<file path="src/rtl/core/apsp_pkg.sv">
// Shared types, constants and helper functions of the polar scope point generator.
package apsp_pkg;

    localparam int SAMPLE_BITS_DEF = 16;

    localparam int GAIN_W   = 16;
    localparam int RADIUS_W = 15;
    localparam int PHASE_W  = 32;
    localparam int POINT_W  = 16;
    localparam int CFG_IDX_W  = 4;
    localparam int CFG_DATA_W = 32;

    localparam logic [CFG_IDX_W-1:0] REG_BOOST_GAIN = 4'd0;
    localparam logic [CFG_IDX_W-1:0] REG_MIN_RADIUS = 4'd1;
    localparam logic [CFG_IDX_W-1:0] REG_MAX_RADIUS = 4'd2;
    localparam logic [CFG_IDX_W-1:0] REG_PHASE_STEP = 4'd3;

    localparam logic [GAIN_W-1:0]   BOOST_GAIN_RST = 16'd6963;
    localparam logic [RADIUS_W-1:0] MIN_RADIUS_RST = 15'd6554;
    localparam logic [RADIUS_W-1:0] MAX_RADIUS_RST = 15'd24576;
    localparam logic [PHASE_W-1:0]  PHASE_STEP_RST = 32'd11704837;

    localparam int CORDIC_ITERS = 20;
    localparam int ITER_W       = 5;
    localparam int ROT_W        = 34;
    localparam logic [15:0] CORDIC_GAIN_Q16 = 16'd39797;

    typedef struct packed {
        logic              load;
        logic              gain;
        logic              span;
        logic              scale;
        logic              rotate;
        logic              round;
        logic [ITER_W-1:0] iter;
    } ctrl_cmd_t;

    // Arctangent of 2^-i in turns scaled by 2^32.
    function automatic logic [31:0] atan_turns(input logic [ITER_W-1:0] i);
        logic [31:0] a;
        begin
            case (i)
                5'd0:    a = 32'h20000000;
                5'd1:    a = 32'h12E4051E;
                5'd2:    a = 32'h09FB385B;
                5'd3:    a = 32'h051111D4;
                5'd4:    a = 32'h028B0D43;
                5'd5:    a = 32'h0145D7E1;
                5'd6:    a = 32'h00A2F61E;
                5'd7:    a = 32'h00517C55;
                5'd8:    a = 32'h0028BE53;
                5'd9:    a = 32'h00145F2F;
                5'd10:   a = 32'h000A2F98;
                5'd11:   a = 32'h000517CC;
                5'd12:   a = 32'h00028BE6;
                5'd13:   a = 32'h000145F3;
                5'd14:   a = 32'h0000A2FA;
                5'd15:   a = 32'h0000517D;
                5'd16:   a = 32'h000028BE;
                5'd17:   a = 32'h0000145F;
                5'd18:   a = 32'h00000A30;
                5'd19:   a = 32'h00000518;
                default: a = 32'h00000000;
            endcase
            return a;
        end
    endfunction

    // Rounds a Q16-scaled CORDIC coordinate to Q1.15 and saturates it.
    function automatic logic signed [POINT_W-1:0] round_sat(input logic signed [ROT_W-1:0] v);
        logic signed [ROT_W:0] r;
        logic signed [POINT_W-1:0] q;
        begin
            r = ($signed({v[ROT_W-1], v}) + $signed((ROT_W+1)'(32768))) >>> 16;
            if (r > $signed((ROT_W+1)'(32767)))
                q = 16'sh7FFF;
            else if (r < -$signed((ROT_W+1)'(32768)))
                q = 16'sh8000;
            else
                q = r[POINT_W-1:0];
            return q;
        end
    endfunction

endpackage

</file>
<file path="src/rtl/core/apsp_ifs.sv">
// Handshake channel interfaces for samples, points and configuration writes.
interface apsp_sample_if #(
    parameter int SAMPLE_BITS = apsp_pkg::SAMPLE_BITS_DEF
);
    logic                          valid;
    logic                          ready;
    logic signed [SAMPLE_BITS-1:0] left_sample;
    logic signed [SAMPLE_BITS-1:0] right_sample;

    modport source (output valid, output left_sample, output right_sample, input ready);
    modport sink (input valid, input left_sample, input right_sample, output ready);
endinterface

interface apsp_point_if;
    logic                                valid;
    logic                                ready;
    logic signed [apsp_pkg::POINT_W-1:0] point_x;
    logic signed [apsp_pkg::POINT_W-1:0] point_y;

    modport source (output valid, output point_x, output point_y, input ready);
    modport sink (input valid, input point_x, input point_y, output ready);
endinterface

interface apsp_cfg_if;
    logic                              valid;
    logic                              ready;
    logic [apsp_pkg::CFG_IDX_W-1:0]    index;
    logic [apsp_pkg::CFG_DATA_W-1:0]   data;

    modport source (output valid, output index, output data, input ready);
    modport sink (input valid, input index, input data, output ready);
endinterface

</file>
<file path="src/rtl/core/audio_polar_scope_point_generator_unit.sv">
// Top level of the polar scope point generator: channels, controller and datapath.
//
//  channel     dir  payload                         transfer when
//  sample_in   in   left_sample, right_sample       valid & ready
//  point_out   out  point_x, point_y                valid & ready
//  cfg         in   index, data                     valid & ready (ready is always high)
//
// Each sample pair passes from its transfer through the gain multiply, the radius span
// multiply and the CORDIC gain multiply, 20 CORDIC iterations on one shared shift-add unit,
// and a rounding step into the output register, after which its point is valid.
// A new pair is taken in the cycle after rounding, while the point may still wait.
// When the output is stalled, rounding waits until the previous point has been taken.
// Reset restores the register defaults and clears the phase accumulator.
module audio_polar_scope_point_generator_unit #(
    parameter int SAMPLE_BITS = apsp_pkg::SAMPLE_BITS_DEF
) (
    input  logic           clk,
    input  logic           rst_n,
    apsp_sample_if.sink    sample_in,
    apsp_point_if.source   point_out,
    apsp_cfg_if.sink       cfg
);

    apsp_pkg::ctrl_cmd_t cmd;

    assign cfg.ready = 1'b1;

    apsp_ctrl u_ctrl (
        .clk       (clk),
        .rst_n     (rst_n),
        .in_valid  (sample_in.valid),
        .in_ready  (sample_in.ready),
        .out_valid (point_out.valid),
        .out_ready (point_out.ready),
        .cmd       (cmd)
    );

    apsp_dpath #(
        .SAMPLE_BITS (SAMPLE_BITS)
    ) u_dpath (
        .clk          (clk),
        .rst_n        (rst_n),
        .cmd          (cmd),
        .cfg_we       (cfg.valid),
        .cfg_index    (cfg.index),
        .cfg_data     (cfg.data),
        .left_sample  (sample_in.left_sample),
        .right_sample (sample_in.right_sample),
        .point_x      (point_out.point_x),
        .point_y      (point_out.point_y)
    );

`ifndef SYNTHESIS
    a_busy_after_load: assert property (@(posedge clk) disable iff (!rst_n)
        cmd.load |=> !sample_in.ready)
        else $error("sample channel still ready after a transfer");

    a_one_step: assert property (@(posedge clk) disable iff (!rst_n)
        $onehot0({cmd.load, cmd.gain, cmd.span, cmd.scale, cmd.rotate, cmd.round}))
        else $error("more than one datapath step in a cycle");

    a_iter_range: assert property (@(posedge clk) disable iff (!rst_n)
        cmd.rotate |-> (cmd.iter < apsp_pkg::ITER_W'(apsp_pkg::CORDIC_ITERS)))
        else $error("CORDIC iteration index out of range");

    a_round_shows: assert property (@(posedge clk) disable iff (!rst_n)
        cmd.round |=> point_out.valid)
        else $error("rounded point not presented");
`endif

endmodule

</file>
<file path="src/rtl/core/apsp_ctrl.sv">
// Sequencer that steps one sample pair through gain, mapping, CORDIC and rounding.
module apsp_ctrl (
    input  logic                clk,
    input  logic                rst_n,
    input  logic                in_valid,
    output logic                in_ready,
    output logic                out_valid,
    input  logic                out_ready,
    output apsp_pkg::ctrl_cmd_t cmd
);

    localparam logic [2:0] S_IDLE   = 3'd0;
    localparam logic [2:0] S_GAIN   = 3'd1;
    localparam logic [2:0] S_SPAN   = 3'd2;
    localparam logic [2:0] S_SCALE  = 3'd3;
    localparam logic [2:0] S_ROTATE = 3'd4;
    localparam logic [2:0] S_ROUND  = 3'd5;

    localparam logic [apsp_pkg::ITER_W-1:0] ITER_LAST =
        apsp_pkg::ITER_W'(apsp_pkg::CORDIC_ITERS - 1);

    logic [2:0]                    state_reg, state_next;
    logic [apsp_pkg::ITER_W-1:0]   iter_reg, iter_next;
    logic                          out_valid_reg, out_valid_next;

    always_comb
    begin
        state_next = state_reg;
        iter_next  = iter_reg;
        in_ready   = 1'b0;
        cmd        = '0;
        cmd.iter   = iter_reg;
        case (state_reg)
            S_IDLE:
            begin
                in_ready = 1'b1;
                if (in_valid)
                begin
                    cmd.load   = 1'b1;
                    state_next = S_GAIN;
                end
            end
            S_GAIN:
            begin
                cmd.gain   = 1'b1;
                state_next = S_SPAN;
            end
            S_SPAN:
            begin
                cmd.span   = 1'b1;
                state_next = S_SCALE;
            end
            S_SCALE:
            begin
                cmd.scale  = 1'b1;
                iter_next  = '0;
                state_next = S_ROTATE;
            end
            S_ROTATE:
            begin
                cmd.rotate = 1'b1;
                if (iter_reg == ITER_LAST)
                    state_next = S_ROUND;
                else
                    iter_next = iter_reg + 1'b1;
            end
            S_ROUND:
            begin
                // The result register is only overwritten once the previous point is gone.
                if (!out_valid_reg || out_ready)
                begin
                    cmd.round  = 1'b1;
                    state_next = S_IDLE;
                end
            end
            default:
            begin
                state_next = S_IDLE;
            end
        endcase
        out_valid_next = cmd.round | (out_valid_reg & ~out_ready);
    end

    always_ff @(posedge clk or negedge rst_n)
    begin
        if (!rst_n)
        begin
            state_reg     <= S_IDLE;
            iter_reg      <= '0;
            out_valid_reg <= 1'b0;
        end
        else
        begin
            state_reg     <= state_next;
            iter_reg      <= iter_next;
            out_valid_reg <= out_valid_next;
        end
    end

    assign out_valid = out_valid_reg;

endmodule

</file>
<file path="src/rtl/core/apsp_dpath.sv">
// Datapath: configuration registers, phase accumulator, gain and radius math, CORDIC rotator.
module apsp_dpath #(
    parameter int SAMPLE_BITS = apsp_pkg::SAMPLE_BITS_DEF
) (
    input  logic                                clk,
    input  logic                                rst_n,
    input  apsp_pkg::ctrl_cmd_t                 cmd,
    input  logic                                cfg_we,
    input  logic [apsp_pkg::CFG_IDX_W-1:0]      cfg_index,
    input  logic [apsp_pkg::CFG_DATA_W-1:0]     cfg_data,
    input  logic signed [SAMPLE_BITS-1:0]       left_sample,
    input  logic signed [SAMPLE_BITS-1:0]       right_sample,
    output logic signed [apsp_pkg::POINT_W-1:0] point_x,
    output logic signed [apsp_pkg::POINT_W-1:0] point_y
);

    localparam int PROD_W = SAMPLE_BITS + 18;
    localparam int RW     = apsp_pkg::ROT_W;
    localparam logic signed [PROD_W-1:0] MONO_RND = PROD_W'(1) << (SAMPLE_BITS - 4);
    localparam logic signed [PROD_W-1:0] MONO_HI  = PROD_W'(32768);
    localparam logic signed [PROD_W-1:0] MONO_LO  = -PROD_W'(32768);

    logic [apsp_pkg::GAIN_W-1:0]   boost_gain_reg;
    logic [apsp_pkg::RADIUS_W-1:0] min_radius_reg;
    logic [apsp_pkg::RADIUS_W-1:0] max_radius_reg;
    logic [apsp_pkg::PHASE_W-1:0]  phase_step_reg;
    logic [apsp_pkg::PHASE_W-1:0]  phase_acc_reg;

    logic signed [SAMPLE_BITS-1:0] left_reg, right_reg;
    logic                          flip_reg;
    logic signed [PROD_W-1:0]      prod_reg;
    logic signed [32:0]            span_reg;
    logic signed [RW-1:0]          x_reg, y_reg, z_reg;
    logic signed [apsp_pkg::POINT_W-1:0] point_x_reg, point_y_reg;

    logic signed [SAMPLE_BITS:0]   sum_w;
    logic signed [PROD_W-1:0]      prod_next;
    logic signed [PROD_W-1:0]      mono_wide;
    logic signed [16:0]            mono;
    logic [17:0]                   t_sum;
    logic [15:0]                   t_unit;
    logic signed [15:0]            span_delta;
    logic signed [32:0]            span_next;
    logic signed [32:0]            span_q;
    logic signed [17:0]            rad_w;
    logic [apsp_pkg::RADIUS_W-1:0] rad;
    logic [30:0]                   rad_prod;
    logic signed [RW-1:0]          dx, dy, atan_w;
    logic [apsp_pkg::PHASE_W-1:0]  phase_red;
    logic signed [RW-1:0]          x_fin, y_fin;

    always_comb
    begin
        sum_w      = $signed({left_reg[SAMPLE_BITS-1], left_reg})
                   + $signed({right_reg[SAMPLE_BITS-1], right_reg});
        prod_next  = sum_w * $signed({1'b0, boost_gain_reg});

        mono_wide = (prod_reg + MONO_RND) >>> (SAMPLE_BITS - 3);
        if (mono_wide > MONO_HI)
            mono = 17'sd32768;
        else if (mono_wide < MONO_LO)
            mono = -17'sd32768;
        else
            mono = mono_wide[16:0];
        t_sum      = 18'($signed({mono[16], mono}) + 18'sd32768);
        t_unit     = t_sum[16:1];
        span_delta = $signed({1'b0, max_radius_reg}) - $signed({1'b0, min_radius_reg});
        span_next  = $signed({1'b0, t_unit}) * span_delta;

        span_q   = (span_reg + 33'sd16384) >>> 15;
        rad_w    = $signed({3'b000, min_radius_reg}) + span_q[17:0];
        rad      = rad_w[apsp_pkg::RADIUS_W-1:0];
        rad_prod = 31'(rad) * 31'(apsp_pkg::CORDIC_GAIN_Q16);

        dx     = y_reg >>> cmd.iter;
        dy     = x_reg >>> cmd.iter;
        atan_w = $signed({2'b00, apsp_pkg::atan_turns(cmd.iter)});

        // Phases in the left half plane are rotated by half a turn and the result negated.
        phase_red = phase_acc_reg ^ {(phase_acc_reg[31] ^ phase_acc_reg[30]), 31'd0};

        x_fin = flip_reg ? -x_reg : x_reg;
        y_fin = flip_reg ? -y_reg : y_reg;
    end

    always_ff @(posedge clk or negedge rst_n)
    begin
        if (!rst_n)
        begin
            boost_gain_reg <= apsp_pkg::BOOST_GAIN_RST;
            min_radius_reg <= apsp_pkg::MIN_RADIUS_RST;
            max_radius_reg <= apsp_pkg::MAX_RADIUS_RST;
            phase_step_reg <= apsp_pkg::PHASE_STEP_RST;
            phase_acc_reg  <= '0;
        end
        else
        begin
            if (cfg_we)
            begin
                case (cfg_index)
                    apsp_pkg::REG_BOOST_GAIN: boost_gain_reg <= cfg_data[apsp_pkg::GAIN_W-1:0];
                    apsp_pkg::REG_MIN_RADIUS: min_radius_reg <= cfg_data[apsp_pkg::RADIUS_W-1:0];
                    apsp_pkg::REG_MAX_RADIUS: max_radius_reg <= cfg_data[apsp_pkg::RADIUS_W-1:0];
                    apsp_pkg::REG_PHASE_STEP: phase_step_reg <= cfg_data[apsp_pkg::PHASE_W-1:0];
                    default: ;
                endcase
            end
            if (cmd.load)
                phase_acc_reg <= phase_acc_reg + phase_step_reg;
        end
    end

    always_ff @(posedge clk)
    begin
        if (cmd.load)
        begin
            left_reg  <= left_sample;
            right_reg <= right_sample;
            flip_reg  <= phase_acc_reg[31] ^ phase_acc_reg[30];
            z_reg     <= $signed({{(RW-32){phase_red[31]}}, phase_red});
        end
        if (cmd.gain)
            prod_reg <= prod_next;
        if (cmd.span)
            span_reg <= span_next;
        if (cmd.scale)
        begin
            x_reg <= $signed({3'b000, rad_prod});
            y_reg <= '0;
        end
        if (cmd.rotate)
        begin
            if (!z_reg[RW-1])
            begin
                x_reg <= x_reg - dx;
                y_reg <= y_reg + dy;
                z_reg <= z_reg - atan_w;
            end
            else
            begin
                x_reg <= x_reg + dx;
                y_reg <= y_reg - dy;
                z_reg <= z_reg + atan_w;
            end
        end
        if (cmd.round)
        begin
            point_x_reg <= apsp_pkg::round_sat(x_fin);
            point_y_reg <= apsp_pkg::round_sat(y_fin);
        end
    end

    assign point_x = point_x_reg;
    assign point_y = point_y_reg;

endmodule
</file>
<file path="src/flat_wrapper.sv">
// flat-port wrapper written by rule: the top's interface ports become plain ports
module audio_polar_scope_point_generator_unit_flat 
#(
    parameter int SAMPLE_BITS = apsp_pkg::SAMPLE_BITS_DEF
)
  (clk, rst_n, sample_in_valid, sample_in_left_sample, sample_in_right_sample, sample_in_ready, point_out_valid, point_out_point_x, point_out_point_y, point_out_ready, cfg_valid, cfg_index, cfg_data, cfg_ready);
  apsp_sample_if #(.SAMPLE_BITS(SAMPLE_BITS)) sample_in_i ();
  apsp_point_if point_out_i ();
  apsp_cfg_if cfg_i ();
  input  logic clk;
  input  logic rst_n;
  input wire logic [$bits(sample_in_i.valid)-1:0] sample_in_valid;
  input wire logic [$bits(sample_in_i.left_sample)-1:0] sample_in_left_sample;
  input wire logic [$bits(sample_in_i.right_sample)-1:0] sample_in_right_sample;
  output wire logic [$bits(sample_in_i.ready)-1:0] sample_in_ready;
  output wire logic [$bits(point_out_i.valid)-1:0] point_out_valid;
  output wire logic [$bits(point_out_i.point_x)-1:0] point_out_point_x;
  output wire logic [$bits(point_out_i.point_y)-1:0] point_out_point_y;
  input wire logic [$bits(point_out_i.ready)-1:0] point_out_ready;
  input wire logic [$bits(cfg_i.valid)-1:0] cfg_valid;
  input wire logic [$bits(cfg_i.index)-1:0] cfg_index;
  input wire logic [$bits(cfg_i.data)-1:0] cfg_data;
  output wire logic [$bits(cfg_i.ready)-1:0] cfg_ready;
  assign sample_in_i.valid = sample_in_valid;
  assign sample_in_i.left_sample = sample_in_left_sample;
  assign sample_in_i.right_sample = sample_in_right_sample;
  assign sample_in_ready = sample_in_i.ready;
  assign point_out_valid = point_out_i.valid;
  assign point_out_point_x = point_out_i.point_x;
  assign point_out_point_y = point_out_i.point_y;
  assign point_out_i.ready = point_out_ready;
  assign cfg_i.valid = cfg_valid;
  assign cfg_i.index = cfg_index;
  assign cfg_i.data = cfg_data;
  assign cfg_ready = cfg_i.ready;
  audio_polar_scope_point_generator_unit #(.SAMPLE_BITS(SAMPLE_BITS)) u_core (.clk(clk), .rst_n(rst_n), .sample_in(sample_in_i), .point_out(point_out_i), .cfg(cfg_i));
endmodule
</file>
<file path="config.mk">
export PLATFORM = sky130hd
export DESIGN_NAME = audio_polar_scope_point_generator_unit_flat
export DESIGN_NICKNAME = d
export VERILOG_FILES = /design/src/rtl/core/apsp_pkg.sv /design/src/rtl/core/apsp_ifs.sv /design/src/rtl/core/audio_polar_scope_point_generator_unit.sv /design/src/rtl/core/apsp_ctrl.sv /design/src/rtl/core/apsp_dpath.sv /design/src/flat_wrapper.sv
export SDC_FILE = /design/constraint.sdc
export NUM_CORES = 2
export LEC_CHECK = 0
export ABC_CLOCK_PERIOD_IN_PS = 9850
export BUFFER_PORTS_ARGS = -buffer_cell sky130_fd_sc_hd__buf_2
export CAP_MARGIN = 15
export CORE_ASPECT_RATIO = 1.4
export CORE_MARGIN = 2
export CORE_UTILIZATION = 25
export DETAILED_ROUTE_END_ITERATION = 16
export SLEW_MARGIN = 20
export SYNTH_ARGS = -nofsm -noshare
export SYNTH_HDL_FRONTEND = slang
export SYNTH_SLANG_ARGS = --single-unit
</file>
<file path="constraint.sdc">
create_clock -name clk -period 9.85 [get_ports clk]
set_clock_uncertainty 0.2 [all_clocks]
set_input_delay 0.985 -clock clk [delete_from_list [all_inputs] [get_ports clk]]
set_output_delay 0.985 -clock clk [all_outputs]
set_load 0.005 [all_outputs]
</file>
Yosys cells after proc, flatten, opt, wreduce, memory -nomap -nowiden
Memories as Yosys holds them, arrays and structs flattened.
Index checks and enable logic that the tools add are counted.
{ "word_totals": {"rom_bits": 960, "reg_bits": 350, "inputBits": 73, "wordCells": 109, "out_inout_bits": 35, "mem_count": 1} }
{ "op_classes": {"eq_ne": 13, "n_mul": 3, "n_reduce_logical": 13, "n_bitwise": 5, "magnitude_cmp": 6, "n_mux": 30, "shift": 2, "add_sub_neg": 18} }
{ "mem_list": {"columns": ["name", "depth", "word_bits", "read_ports", "rd_clocked_by_memory_dff", "wr", "line_no", "rtl"], "rows": [
  ["(no name shown)", 32, 30, 1, 0, 0, "apsp_pkg.sv:42", "case (i)"]
]} }
{ "ops": {"columns": ["operator", "count"], "rows": [
  ["2-to-1 mux 34 bit", 11],
  ["adder 34 x 17 -> 35 bit, second input constant", 2],
  ["adder 34 bit", 2],
  ["negator 34 bit", 2],
  [">>> shifter 34 x 5 -> 34 bit", 2],
  ["subtractor 34 bit", 2],
  ["greater-than comparator 19 x 16 -> 1 bit, second input constant", 2],
  ["less-than comparator 19 x 16 -> 1 bit, second input constant", 2],
  ["adder 34 x 14 -> 34 bit, second input constant", 1],
  ["adder 34 x 33 -> 34 bit", 1],
  ["multiplier 17 x 17 -> 34 bit", 1],
  ["2-to-1 mux 17 bit", 2],
  ["subtractor 34 x 33 -> 34 bit", 1],
  ["adder 32 bit", 1],
  ["2-to-1 mux 16 bit", 2],
  ["bitwise XOR 32 bit", 1],
  ["multiplier 15 x 16 -> 31 bit, second input constant", 1],
  ["adder 30 x 16 -> 30 bit, second input constant", 1],
  ["multiplier 17 x 16 -> 30 bit", 1],
  ["greater-than comparator 21 x 17 -> 1 bit, second input constant", 1],
  ["less-than comparator 21 x 16 -> 1 bit, second input constant", 1],
  ["case mux 3 bit (6 select lines)", 1],
  ["adder 16 x 16 -> 17 bit", 1],
  ["adder 17 bit, second input constant", 1],
  ["other kinds (25)", 47]
]} }

Depth between registers and ports, before layout
{ "logic_depth": {"word_depth": 6, "depth_mapped": 38, "mapped_depth_nobuf": 38} }

Hierarchy
Synthesis repeated with hierarchy kept, for this count alone.
{ "unflattened": {"hier_cells": 5651, "area_unflattened_um2": 52303.9} }
{ "by_module_without_submodules": {"columns": ["mod", "area_each_um2", "seq_area_each_um2", "cells_each", "n_inst"], "rows": [
  ["apsp_dpath", 51759.6, 8942.3, 5598, 1],
  ["apsp_ctrl", 533.0, 225.2, 51, 1],
  ["audio_polar_scope_point_generator_unit", 11.3, 0.0, 2, 1]
]} }

Worst setup path before layout
OpenSTA, ideal clock, no wires.
{ "synth_path": {"path_type": "register -> register", "start": "reg u_core.u_dpath.left_reg[0]", "end": "reg u_core.u_dpath.prod_reg[33], data pin", "arrival_time_ns": 8.919, "required_time_ns": 9.390, "path_stages_with_launch": 34, "synth_period_minus_slack_ns": 9.378, "n_path_buf": 1, "setup_time_ns": 0.260, "path_slack_ns": 0.472, "path_cell_list": "edfxtp_1 ha_1 fa_1 a21o_1 a21oi_1 o21bai_1 a21oi_1 o21bai_1 a21oi_1 o21bai_1 a2111oi_0 or3_1 a41o_1 clkbuf_1 nand2_1 fa_1 inv_1 fa_1 inv_1 fa_1 fa_1 fa_1 fa_1 inv_1 ha_1 a21o_1 a21oi_1 inv_1 o41ai_1 o21bai_1 a21o_1 a2111o_1 a31oi_1 xnor2_1"} }
{ "synth_via": {"elab_chain_len": 2} }
{ "synth_rtl": {"columns": ["element", "line_no", "rtl"], "rows": [
  ["from (decl)", "apsp_dpath.sv:29", "logic signed [SAMPLE_BITS-1:0] left_reg, right_reg;"],
  ["from (signal assigned)", "apsp_dpath.sv:117", "left_reg <= left_sample;"],
  ["adder 16 x 16 -> 17 bit", "apsp_dpath.sv:55", "+ $signed({right_reg[SAMPLE_BITS-1], right_reg});"],
  ["multiplier 17 x 17 -> 34 bit", "apsp_dpath.sv:56", "prod_next = sum_w * $signed({1'b0, boost_gain_reg});"],
  ["net u_core.u_dpath.prod_next[33]", "apsp_dpath.sv:37", "logic signed [PROD_W-1:0] prod_next;"],
  ["to (signal assigned)", "apsp_dpath.sv:123", "prod_reg <= prod_next;"],
  ["to (decl)", "apsp_dpath.sv:31", "logic signed [PROD_W-1:0] prod_reg;"]
]} }
The timed path passes the listed nets, and every way through them passes these cells.
A chain may end at the register's enable or synchronous reset.

Worst setup path in the final report
Ends and elaborated chain as after synthesis.

==> reports/results.ini <==
[place]
dpl.hpwl_um=117000
io_buffers=106
gp_congestion=0.918
placed_cells=8554

[clock_tree]
insertion_delay_ns=0.65
root_buffer=clkbuf_16
clock_path_buffers=3
clock_sinks=324
path_clk_slew_ns=0.06
cts_tree=done
cts_buffers=46
cts_max_level=2
ctsHoldBuffers=0

[floorplanning]
pin_count=108
die_w_um=391
start_util_pct=25.1
die_area_mm2=0.214
num_rows=199
core_region_area_mm2=0.209
fp.dieH_um=546

[finish]
fillers=22100
nets=6919
syn_to_final_growth_pct=10.2
final_cell_mix=806 x inv_1, 628 x nand2_1, 571 x fa_1
multi_input_area_mm2=0.0392
layout.cells.non_filler=8642
regArea_mm2=0.00918
mostFrequentLayoutCell=inv_1
drive_above_1_share_pct=10.1

[worst_setup_path]
end_kind=flip-flop
max_stage_delay_ns=0.69
worstPathArrival_ns=9.49
crit_path_max_fanout=5
crit_family=adder cells
worst-path-buf-inv=6
slowest_stage=fa_2
criticalPathCategory=flip-flop to flip-flop
required_ns=10.00
start_kind=flip-flop
worst_path_most_repeated_cell=fa_1

[detailed_routing]
vias=41300
first_iter_violations=2334
routed_via_density=4.77
drt_wl_total_um=143000
dr.pass1.iters=6
drc_errors=0
ant_nets=0
drt-wirelength-per-cell_um=16.6

[global_routing]
overflow=0
grt_max_degree=85
grt_pass1_wl_um=231000
first_global_vias=43200
grtUsageTotal_pct=13.3
antenna_found_initial=6

[outcome]
status=finished clean

[synth]
postSynthAreaPerCell_um2=9.04
netlist_area_mm2=0.0525
ys_ff_latch=324
synth_ff_type=edfxtp_1
ys_seq_area_share_pct=17.5
syn-num-nets=6930
synth.distinct_cells=97
synthArstFlopShare_pct=36.7
synth_edf_count=205
postSynthCellCount=5802
yosys_warnings=0

[sta]
slew_viol_final=0
finalSetupViolCount=0
finalCritPeriodShare_pct=94.8
relSlewSlack_pct=24.4
max_freq_ghz=0.107
fin_crit_ns=9.34
tightest_slew_ns=1.13
grt_setup_unrepaired=no
finalHoldViolations=0

[hold_path]
hp-class=primary input to async pin

[run]
drv_cap=0

[routing by layer]
metal  GRT usage, %  wire [um]  up-vias  part of all wire (%)
li1               -          -    19500                     -
met1           15.4      57200    20400                    40
met2           24.6      73400     1070                    51
met3           1.29       5360      325                   3.7
met4           6.17       7290        0                   5.1
met5              0          0        -                     0
[area by class of cell]
type / count / area share (%)
Inverter: 813 / 5.28
Multi-Input combinational cell: 4399 / 67.9
Clock buffer: 61 / 2.23
Timing Repair Buffer: 207 / 2.26
Clock inverter: 22 / 0.381
Sequential cell: 324 / 15.9
Tap cell: 2814 / 6.09
Antenna cell: 2 / 0.00866
[Yosys cell counts, types with 17 or more instances]
| cell type | instances | share of area (%) |
|---|---|---|
| nand4_1 | 40 | 0.48 |
| clkbuf_1 | 185 | 1.3 |
| dfstp_2 | 27 | 1.4 |
| o31ai_1 | 25 | 0.36 |
| and3_1 | 40 | 0.48 |
| nor2b_1 | 50 | 0.60 |
| buf_1 | 32 | 0.23 |
| nor3_1 | 88 | 0.84 |
| o21a_1 | 58 | 0.83 |
| a211oi_1 | 31 | 0.44 |
| nor4_1 | 29 | 0.35 |
| and2_1 | 150 | 1.8 |
| a21oi_1 | 304 | 2.9 |
| o21ai_0 | 265 | 2.5 |
| nand2b_1 | 46 | 0.55 |
| ha_1 | 483 | 12 |
| edfxtp_1 | 205 | 12 |
| mux2i_1 | 41 | 0.78 |
| nor3b_1 | 17 | 0.24 |
| buf_2 | 30 | 0.29 |
| a31oi_1 | 56 | 0.67 |
| fa_1 | 572 | 22 |
| o21bai_1 | 26 | 0.37 |
| or3_1 | 33 | 0.39 |
| o21ai_1 | 19 | 0.18 |
| dfrtp_1 | 92 | 4.4 |
| a21o_1 | 83 | 1.2 |
| mux2_2 | 89 | 1.9 |
| inv_1 | 808 | 5.8 |
| nand3_1 | 79 | 0.75 |
| xnor2_1 | 231 | 3.9 |
| nand2_1 | 630 | 4.5 |
| o211ai_1 | 23 | 0.33 |
| or2_2 | 38 | 0.45 |
| mux4_2 | 87 | 3.7 |
| nor2_1 | 389 | 2.8 |
| xor2_1 | 155 | 2.6 |
[stage by stage]
stage | util (%) | area [um2] | setup WS (ns) | hold WS [ns] | setup TNS [ns]
5_1_grt | 27.6 | 57800 | 0.0197 | 0.104 | 0
6_report | 27.6 | 57800 | 0.512 | 0.0845 | 0
3_5_place_dp | 26.8 | 56200 | -0.124 | 0.301 | -0.124
4_1_cts | 27.6 | 57700 | 0.00518 | 0.0702 | 0
3_3_place_gp | 26.8 | 56200 | -0.112 | 0.295 | -0.112
2_1_floorplan | - | 52500 | 0.472 | 0.271 | 0
[repair_timing]
| item | 4_1_cts | 5_1_grt |
|---|---|---|
| cloned | 0 | 0 |
| pin swaps | 0 | 3 |
| resized for setup | 2 | 8 |
| setup buffers | 0 | 2 |
| endpoints found under the setup margin | 2 | 8 |
[cell families after synthesis]
| kind of cell | share of synthesized area [%] |
|---|---|
| fa+ha+maj | 33.3 |
| other cells | 0.00715 |
| flops | 17.5 |
| xor+xnor | 6.47 |
| buf+inv | 8.04 |
| simple gates | 15.1 |
| compound gates | 12.4 |
| mux | 7.10 |
[worst register-to-register path, delay by kind of cell, from the launching register on]
family	cells	cell delay, ns
buffers and inverters	6	0.68
AND/OR/NAND/NOR	2	0.23
adder cells (fa/ha/maj)	9	4.21
XOR/XNOR	1	0.08
AO/OA/AOI/OAI	16	3.28
flip-flops	1	0.37
[path summary, 6_finish.rpt]
kind / from / to / slack [ns] / cells after the start
max in group asynchronous: rst_n / u_core.u_dpath.boost_gain_reg[13] / 7.98 / 2
hold / removal: rst_n / u_core.u_dpath.phase_acc_reg[28] / 0.08 / 1
hold reg to reg: u_core.u_dpath.phase_acc_reg[17] / u_core.u_dpath.phase_acc_reg[17] / 0.31 / 2
min in group clk: u_core.u_dpath.phase_acc_reg[17] / u_core.u_dpath.phase_acc_reg[17] / 0.31 / 2
setup reg to reg: u_core.u_dpath.left_reg[0] / u_core.u_dpath.prod_reg[33] / 0.51 / 34
setup / recovery: u_core.u_dpath.left_reg[0] / u_core.u_dpath.prod_reg[33] / 0.51 / 34
Power is left out: the tool's default activity adds up to more than one toggle a clock period on the data nets, which glitch-free logic cannot reach.
